[src/atd_ram.sv]
// ----------------------------------------------------------------------------
// atd_ram: generic simple dual-port RAM
// One write port, one read port with registered read data (old data on a
// same-address read and write).
// ----------------------------------------------------------------------------
`default_nettype none

module atd_ram #(
	parameter int WIDTH = 8,
	parameter int DEPTH = 64
) (
	input  wire logic                     clk,
	input  wire logic                     we,
	input  wire logic [$clog2(DEPTH)-1:0] waddr,
	input  wire logic [WIDTH-1:0]         wdata,
	input  wire logic                     re,
	input  wire logic [$clog2(DEPTH)-1:0] raddr,
	output      logic [WIDTH-1:0]         rdata
);

	logic [WIDTH-1:0] mem [DEPTH];

	always_ff @(posedge clk) begin
		if (we) begin
			mem[waddr] <= wdata;
		end
		if (re) begin
			rdata <= mem[raddr];
		end
	end

endmodule

`default_nettype wire

[config.mk]
export PLATFORM = sky130hd
export DESIGN_NAME = atd_ram
export DESIGN_NICKNAME = d
export VERILOG_FILES = /design/src/atd_ram.sv
export SDC_FILE = /design/constraint.sdc
export NUM_CORES = 1
export LEC_CHECK = 0
export BUFFER_PORTS_ARGS = -buffer_cell sky130_fd_sc_hd__buf_2
export CAP_MARGIN = 20
export CORE_UTILIZATION = 35
export CTS_BUF_LIST = sky130_fd_sc_hd__clkbuf_16
export CTS_CLUSTER_SIZE = 14
export DETAILED_ROUTE_END_ITERATION = 16
export PLACE_DENSITY = 0.5
export SLEW_MARGIN = 20
export SYNTH_ARGS = -nofsm -noshare
export SYNTH_HDL_FRONTEND = slang
export SYNTH_SLANG_ARGS = --single-unit
[constraint.sdc]
create_clock -name clk -period 2.6 [get_ports clk]
set_clock_uncertainty 0.1 [all_clocks]
set_input_delay 0.13 -clock clk [delete_from_list [all_inputs] [get_ports clk]]
set_output_delay 0.13 -clock clk [all_outputs]
set_load 0.02 [all_outputs]
==> qor.csv <==
stage,metric,value,unit
job,max-cap violations,0,
timing,unrepaired setup endpoints after global routing,no,
global_routing,GRT overflow,0,
power,switching share of power,21.4,%
finish,share of layout cells above drive strength 1,32.3,%
routing,final wirelength,48.8,mm
power,sequential share of power,52.4,%
setup_path,WP data required,2840,ps
setup_path,CP Data Arrival Time,2500,ps
clocking,clk root buf,clkbuf_16,
timing,Final Max Slew Viols,0,
timing,fmax,443,MHz
routing,"antenna viol nets, final",0,
run_status,status,"finished, final reports clean",
global_routing,first-pass GRT wire length,71.8,mm
global_routing,initial antenna violation count,3,
clocking,CTS tree,done,
routing,DRC viols,0,
synthesis,post-synth top area cell,edfxtp_1,
setup_path,CP max FO,1,
timing,min Tclk post-route,2260,ps
clocking,CTS Buf Count,54,
die,total core area,56800,sq um
synthesis,Yosys top cell area share,77.1,%
clocking,worst skew pair latency,620,ps
die,IO Pins,31,
place,global placement routability congestion,0.806,
routing,TritonRoute pass-1 iters,5,
synthesis,Synth Area per Inst,21.5,sq um
setup_path,launching point of the worst reg2reg path,mem[29][6],
timing,Final setup viols,0,
timing,crit share post-route,86.9,%
die,DIE HEIGHT,243,microns
timing,minimum hold slack,40.3,ps
synthesis,post-synthesis sequential area ratio,77.1,%
power,Internal Power,14.0,mW
power,Power Total,17.8,mW
die,DIE AREA,58800,sq um
place,HPWL Detailed,31.1,mm
power,Sw Pwr,3.80,mW
routing,via count,9822,
place,# port buffers,30,
die,chip width,243,microns
synthesis,cell area after synthesis,20200,sq um
setup_path,startpoint types,flop,
power,power density cells,741,nW/um^2
setup_path,Critical Path Source,mem[29][6],
die,# rows,87,
clocking,CTS H-tree lvls,2,
global_routing,largest net degree at the start of global routing,50,
timing,relative slew slack,39.9,%
min_path,min-delay src,wdata[4],
finish,number of nets in the layout,1137,
clocking,Clock Pin Slew Worst Setup and Hold Paths,60,ps
routing,Starting DRT DRC Count,669,
power,Lkg Pwr,7.73,nW
synthesis,Syn Nets,963,
routing,WL/cell,25.5,microns
synthesis,Syn Inst Count,940,
setup_path,WS Path Type,reg -> reg,
synthesis,Post-synth EDFFs,520,
global_routing,All-Layer GR Usage,17.0,%
global_routing,vias in the first global route,10303,
routing,via/cell ratio,5.13,
synthesis,post-synthesis register bit count,520,
timing,Slew @ Worst Pin,901,ps
finish,Area Overhead vs Synth,18.5,%
synthesis,synth top area cells,"edfxtp_1, mux4_2, nor2_1",
clocking,Sinks on Clock Net,520,
clocking,clock tree buffer depth,3,
synthesis,most used flip-flop cell after synthesis,edfxtp_1,
power,clock share of power,42.1,%
setup_path,CP endpoint kind,flop,
min_path,Min-Delay Path Class,in -> reg,
synthesis,share of flip-flops with an asynchronous set or reset,0,%
power,combinational share of power,5.5,%
timing,Final Hold Vio Count,0,
die,Starting Density,35.6,%
synthesis,Netlist cell types,39,
power,Max VDD drop,0.000522,V
synthesis,synth warn,0,
## flip-flops by register name, indices dropped and copies added, names as in the netlist
signal	count
mem	512
rdata	8
## per-stage QoR
stage	area, sq um	setup WS, ps	instances	TNS, ps	util (%)
6_report	24000	341	1915	0	42.2
4_1_cts	24000	327	1912	0	42.2
3_5_place_dp	22200	-73.7	1803	-73.7	39.0
2_1_floorplan	20200	564	940	0	-
3_3_place_gp	22200	-96.2	1803	-96.2	39.0
5_1_grt	24000	245	1912	0	42.2
## synth_stat cells, drive strengths merged, types with 4 or more instances
library cell,n
mux4,126
mux2i,23
o22ai,8
nor2b,14
nand2,19
o21ai,4
buf,34
nor2,83
nor3,7
o221ai,8
nand2b,7
edfxtp,520
a211oi,4
nand3,13
a221oi,6
mux2,13
clkbuf,17
## final cells by class
cell class                      count  area [sq um]
Multi-Input combinational cell    369          4320
Clock buffer                       56          1400
Clock inverter                     42           313
Fill cell                        5045         32800
Tap cell                          756           946
Sequential cell                   520         15600
Antenna cell                        3          7.51
Timing Repair Buffer              169          1390
## kinds of logic (layout without fill, tap and decap cells)
kind of cell / after synthesis / in the layout / share of synthesized area [%]
DFF: 520 / 520 / 77.1
muxes: 162 / 162 / 15.9
and+or+nand+nor: 153 / 153 / 3.37
AOI/OAI and AO/OA: 54 / 54 / 2.06
buffers and inverters: 51 / 267 / 1.56
other: 0 / 3 / 0
## power by group through the flow
stage                     logic [mW]  clock network (mW)  registers, mW
after floorplan                0.495                   0           9.50
after global placement         0.969                   0           9.49
after detailed placement       0.976                   0           9.50
after CTS                      0.993                7.64           9.32
after global routing            1.04                7.96           9.32
final                          0.972                7.48           9.32
## worst max-delay path, cell delays in order (launching register included)
cell,delay (ps)
edfxtp_1,360
mux4_2,480
mux2_2,270
o221a_2,280
nor3_1,250
buf_4,170
o32ai_1,80
## placed cells by master, fill, tap and decap left out, types with 3 or more instances in the layout
cell / instances
nor3_1: 7
o22ai_1: 8
bufinv_16: 4
o221ai_1: 8
nand2_1: 19
clkinv_2: 11
diode_2: 3
a211oi_1: 4
inv_1: 11
a221oi_1: 6
nand3b_1: 3
buf_4: 118
nor2_1: 83
mux2i_1: 23
o2111ai_1: 3
edfxtp_1: 520
nand3_1: 13
a21oi_1: 3
buf_12: 12
nand2b_1: 7
a22oi_1: 3
clkbuf_16: 56
mux4_2: 126
o2bb2ai_1: 3
clkinv_1: 13
nor2b_1: 14
mux2_2: 13
dlygate4sd3_1: 11
buf_2: 27
## metal layers
metal / vias to the layer above / part of all wire [%] / GRT usage (%)
met4: 2 / 1.8 / 3.74
li1: 4289 / - / -
met1: 5270 / 46 / 24.4
met5: - / 0.023 / 0
met2: 193 / 47 / 26.5
met3: 68 / 4.9 / 3.60
## final timing paths
path	slack, ps	depth (start not counted)	to
worst min register to register	820	3	rdata[6]
worst max-delay path	340	6	rdata[6]
worst min-delay path	40	1	mem[33][4]
worst max register to register	340	6	rdata[6]
## what timing repair did
action,4_1_cts,5_1_grt
buffers inserted,0,0
resized for setup,0,0
endpoints found under the hold margin,83,0
hold buffers,11,0
Power figures use the tool's default switching activity.
