[config.mk]
export PLATFORM = sky130hd
export DESIGN_NAME = atd_mod
export DESIGN_NICKNAME = d
export VERILOG_FILES = /design/src/atd_pkg.sv /design/src/atd_mod.sv
export SDC_FILE = /design/constraint.sdc
export NUM_CORES = 1
export LEC_CHECK = 0
export ABC_AREA = 1
export BUFFER_PORTS_ARGS = -buffer_cell sky130_fd_sc_hd__buf_4
export CAP_MARGIN = 20
export CORE_ASPECT_RATIO = 1.5
export CORE_MARGIN = 3
export CORE_UTILIZATION = 40
export DETAILED_ROUTE_END_ITERATION = 10
export PLACE_DENSITY = 0.63
export SLEW_MARGIN = 20
export SYNTH_ARGS = -nofsm -noshare
export SYNTH_HDL_FRONTEND = slang
export SYNTH_SLANG_ARGS = --single-unit
[constraint.sdc]
create_clock -name clk -period 3 [get_ports clk]
set_input_delay 0.75 -clock clk [delete_from_list [all_inputs] [get_ports clk]]
set_output_delay 0.75 -clock clk [all_outputs]
set_load 0.01 [all_outputs]
[src/atd_pkg.sv]
// ----------------------------------------------------------------------------
// atd_pkg: shared types and constants
// Widths, payload words, register codes and the start-sequence state type for
// the affine transposition decryption block.
// ----------------------------------------------------------------------------
`default_nettype none

package atd_pkg;

	localparam int MAX_LEN    = 4096;
	localparam int MAX_PERIOD = 64;

	// config register widths
	localparam int PERIOD_W = 7;
	localparam int CFG_W    = 8;
	localparam int CFG_IDX_W = 2;

	// derived widths
	localparam int ADDR_W = $clog2(MAX_LEN);
	localparam int IDX_W  = $clog2(MAX_LEN + 2 * MAX_PERIOD);
	localparam int RES_W  = $clog2(MAX_PERIOD);
	localparam int EFF_W  = RES_W + 1;
	localparam int DVD_W  = (IDX_W > CFG_W) ? IDX_W : CFG_W;
	localparam int CNT_W  = $clog2(DVD_W + 1);

	// register indexes
	localparam logic [CFG_IDX_W-1:0] REG_PERIOD = 2'd0;
	localparam logic [CFG_IDX_W-1:0] REG_MULT   = 2'd1;
	localparam logic [CFG_IDX_W-1:0] REG_OFFSET = 2'd2;

	// item kinds
	localparam logic KIND_LOAD = 1'b0;
	localparam logic KIND_EMIT = 1'b1;

	typedef struct packed {
		logic       kind;
		logic [7:0] data_byte;
	} req_t;

	typedef struct packed {
		logic [7:0] out_byte;
		logic       is_last;
		logic       residue_exhausted;
	} rsp_t;

	typedef struct packed {
		logic             start;
		logic [DVD_W-1:0] dividend;
		logic [EFF_W-1:0] divisor;
	} mod_req_t;

	typedef struct packed {
		logic             done;
		logic [RES_W-1:0] rem;
	} mod_rsp_t;

	typedef enum logic [1:0] {
		ST_RUN,
		ST_MOD_LEN,
		ST_MOD_MULT,
		ST_MOD_OFS
	} state_t;

endpackage

`default_nettype wire

[src/atd_mod.sv]
// ----------------------------------------------------------------------------
// atd_mod: bit-serial remainder unit
// Restoring remainder of a DVD_W-bit value by the effective period, one
// dividend bit per cycle; done pulses for one cycle with the result.
// ----------------------------------------------------------------------------
`default_nettype none

module atd_mod (
	input  wire logic              clk,
	input  wire logic              arst_n,
	input  wire atd_pkg::mod_req_t req,
	output      atd_pkg::mod_rsp_t rsp
);

	logic                        busy_q;
	logic                        done_q;
	logic [atd_pkg::CNT_W-1:0]   cnt_q;
	logic [atd_pkg::DVD_W-1:0]   dvd_q;
	logic [atd_pkg::EFF_W-1:0]   dsr_q;
	logic [atd_pkg::RES_W-1:0]   rem_q;
	logic [atd_pkg::EFF_W-1:0]   trial;
	logic [atd_pkg::EFF_W-1:0]   diff;

	assign trial = {rem_q, dvd_q[atd_pkg::DVD_W-1]};
	assign diff  = trial - dsr_q;

	always_ff @(posedge clk or negedge arst_n) begin
		if (!arst_n) begin
			busy_q <= 1'b0;
			done_q <= 1'b0;
			cnt_q  <= '0;
		end else begin
			done_q <= 1'b0;
			if (req.start) begin
				busy_q <= 1'b1;
				cnt_q  <= atd_pkg::CNT_W'(atd_pkg::DVD_W);
			end else if (busy_q) begin
				cnt_q <= cnt_q - 1'b1;
				if (cnt_q == atd_pkg::CNT_W'(1)) begin
					busy_q <= 1'b0;
					done_q <= 1'b1;
				end
			end
		end
	end

	always_ff @(posedge clk) begin
		if (req.start) begin
			dvd_q <= req.dividend;
			dsr_q <= req.divisor;
			rem_q <= '0;
		end else if (busy_q) begin
			dvd_q <= {dvd_q[atd_pkg::DVD_W-2:0], 1'b0};
			// remainder stays below the divisor, so it fits RES_W bits
			if (trial >= dsr_q) begin
				rem_q <= diff[atd_pkg::RES_W-1:0];
			end else begin
				rem_q <= trial[atd_pkg::RES_W-1:0];
			end
		end
	end

	assign rsp.done = done_q;
	assign rsp.rem  = rem_q;

endmodule

`default_nettype wire

==> impl_results.md <==
- Commonest non-fill, non-tap cell in the layout: nand2_1
- Util after Layout: 51.15%
- Max Cap Viol: 0
- CP Launch Type: input port
- Largest net degree at the start of global routing: 28
- Top_reg_cell synth: edfxtp_1
- Slew HR: 64.68%
- DP Wirelength: 2.536 mm
- Cell row count: 28
- Pre-CTS worst setup slack: 0.9411 ns
- Initial antenna violation count: 0
- Type of the worst setup path: in2reg
- Critical path endpoint category: flip-flop
- Vias per Instance: 4.692
- Fmax achieved: 579.6 MHz
- Diode count: 0
- Clk slew on worst S/H paths: 0.06 ns
- Core footprint: 0.004029 mm²
- Comb pwr share: 34.1%
- First-pass GRT wire length: 5.644 mm
- Final setup violating endpoints: 0
- Syn nets: 232
- Initial Util: 42.61%
- Design area: 0.002061 mm²
- Total gr overflow: 0
- Most frequent cells in the layout: 76 x nand2_1, 30 x inv_1, 29 x buf_4, 20 x edfxtp_1, 13 x nand3_1
- Worst path required time: 2.94 ns
- Clk_lat worst skew: 0.28 ns
- Detailed Route WL: 3.150 mm
- Non-filler instance count after layout: 276
- RSZ-0062 raised after global routing: no
- Post-CTS Setup Inserts: 0
- Synth Instances: 198
- Worst min path class: in2async
- CTS buffer count: 5
- Worst hold slack: 0.2659 ns
- Flops & latches, synth: 32
- Switching part of the total: 33.03%
- Asr flop ratio synth: 18.75%
- Routed wire per std cell: 11.41 µm
- Total number of vias: 1295
- CTS tree: built
- Clock Path Buffers: 2
- Clk pwr share: 24.2%
- Sequential fraction of the synthesis area: 50.73%
- Worst Max-Slew Pin Slew: 0.5293 ns
- Die area: 0.005130 mm²
- Post-route ant nets: 0
- H-tree depth: 2
- NetSw: 0.4537 mW
- Post-synth EDFFs: 20
- Cells after DPL: 268
- Synthesized area: 0.001717 mm²
- Synth Area per Inst: 8.670 µm²
- Skew final: 0.003487 ns
- Hold Vio Cnt, Final: 0
- Internal power: 0.9200 mW
- Yosys warnings: 0
- Outcome: completed
- Count of pins over their slew limit: 0
- Number of global-route vias before repair: 1325
- Die X-Extent: 59.49 µm
- Crit path cell chain: buf_4 -> nor2_1 -> inv_1
- Overall power: 1.374 mW
- Yosys cell types: 27
- Largest stage delay, worst path: 0.36 ns
- Setup ws final: 1.275 ns
- Post-DP Area: 0.001971 mm²
- Leakage: 1.052 nW
- Final #Nets: 264
- DRC viols: 0
- # hold bufs at CTS: 0
- Initial DRC count: 34
- Flop pwr share: 41.8%
- IO Count: 30
- CTS Root Cell: clkbuf_8
- Crit Path Max Fanout: 27
- Setup TNS: 0 ns
- First-pass iteration count of the detailed router: 4
- Tmin final: 1.725 ns
- Largest delay share family, worst path: buffers and inverters
- Crit path buf inv count: 2
- # clock sinks: 32
- Period utilization: 57.52%
- VDD IR max: 0.3973 mV
- Port bufs: 29
- Vert. Die Dim: 86.24 µm
- Layout cells sized above 1: 18.61%
- Final RePlAce weighted congestion: 0.8379
- Gr usage total: 14.48%
- Crit path DAT: 1.67 ns
- Pwr dens: 666.6 mW/mm²
- Slowest cell on crit path: inv_1
- Post_cts resized: 0
- P&R area growth vs syn: 20.04%
-- cells in the mapped netlist (2+ instances only) --
library cell  instances  share of area (%)
inv_1                30                6.6
a21oi_1               2               0.58
nand3_1              13                3.8
nand4_1               2               0.73
xor2_1                2                1.0
dfrtp_1               6                8.7
nand3b_1              3                1.3
ha_1                 10                7.3
nor2_1                8                1.7
o21ai_0               4                1.2
dfxtp_1               6                7.0
nand2_2               2               0.73
nand3_4               2                2.0
edfxtp_1             20                 35
nand2_1              76                 17
-- worst reg2reg max path, delay by kind of cell, from the launching register on --
| family | cells | cell delay, ns |
|---|---|---|
| flops | 1 | 0.40 |
| simple gates | 6 | 0.56 |
| fa+ha+maj | 2 | 0.62 |
-- power by group through the flow --
stage	logic [mW]	clock network (mW)	registers, mW
3_3_place_gp	0.464	0	0.586
2_1_floorplan	0.328	0	0.584
5_1_grt	0.539	0.361	0.584
3_5_place_dp	0.475	0	0.584
4_1_cts	0.476	0.345	0.575
6_report	0.468	0.332	0.574
-- area by class of cell --
class	count	area, µm²
clock buffers	8	90.09
repair buffers	29	217.7
fillers	392	1968
flip-flops and latches	32	870.8
well taps	45	56.30
multi-input cells	132	713.2
inverters	30	112.6
-- layer usage --
| metal | track usage [%] | up-vias | wire, µm |
|---|---|---|---|
| li1 | - | 686 | - |
| met1 | 15.80 | 564 | 1232 |
| met2 | 24.68 | 33 | 1641 |
| met3 | 3.875 | 12 | 164 |
| met4 | 8.065 | 0 | 111 |
| met5 | 0 | - | 0 |
-- state kept, by name, summed over array words and instances, names as in the netlist --
signal	count
rem_q	6
cnt_q	4
done_q	1
busy_q	1
dvd_q	13
dsr_q	7
-- worst paths after layout --
kind                           from        to  slack (ns)  depth (start not counted)
setup / recovery            req[20]  dvd_q[0]        1.27                          3
hold / removal               arst_n    done_q        0.27                          1
setup reg to reg           dsr_q[0]  rem_q[4]        1.36                          8
hold reg to reg            cnt_q[3]  cnt_q[3]        0.49                          1
max in group asynchronous    arst_n  cnt_q[3]        2.62                          1
min in group clk           cnt_q[3]  cnt_q[3]        0.49                          1
-- cell families after synthesis --
logic type | count (synthesis) | share of synthesized area, %
AOI/OAI and AO/OA | 8 | 2.624
xor gates and xnor gates | 2 | 1.021
adders and majority gates | 11 | 8.455
buffers and inverters | 34 | 7.726
DFF | 32 | 50.73
and+or+nand+nor | 111 | 29.45
Power figures use the tool's default switching activity.
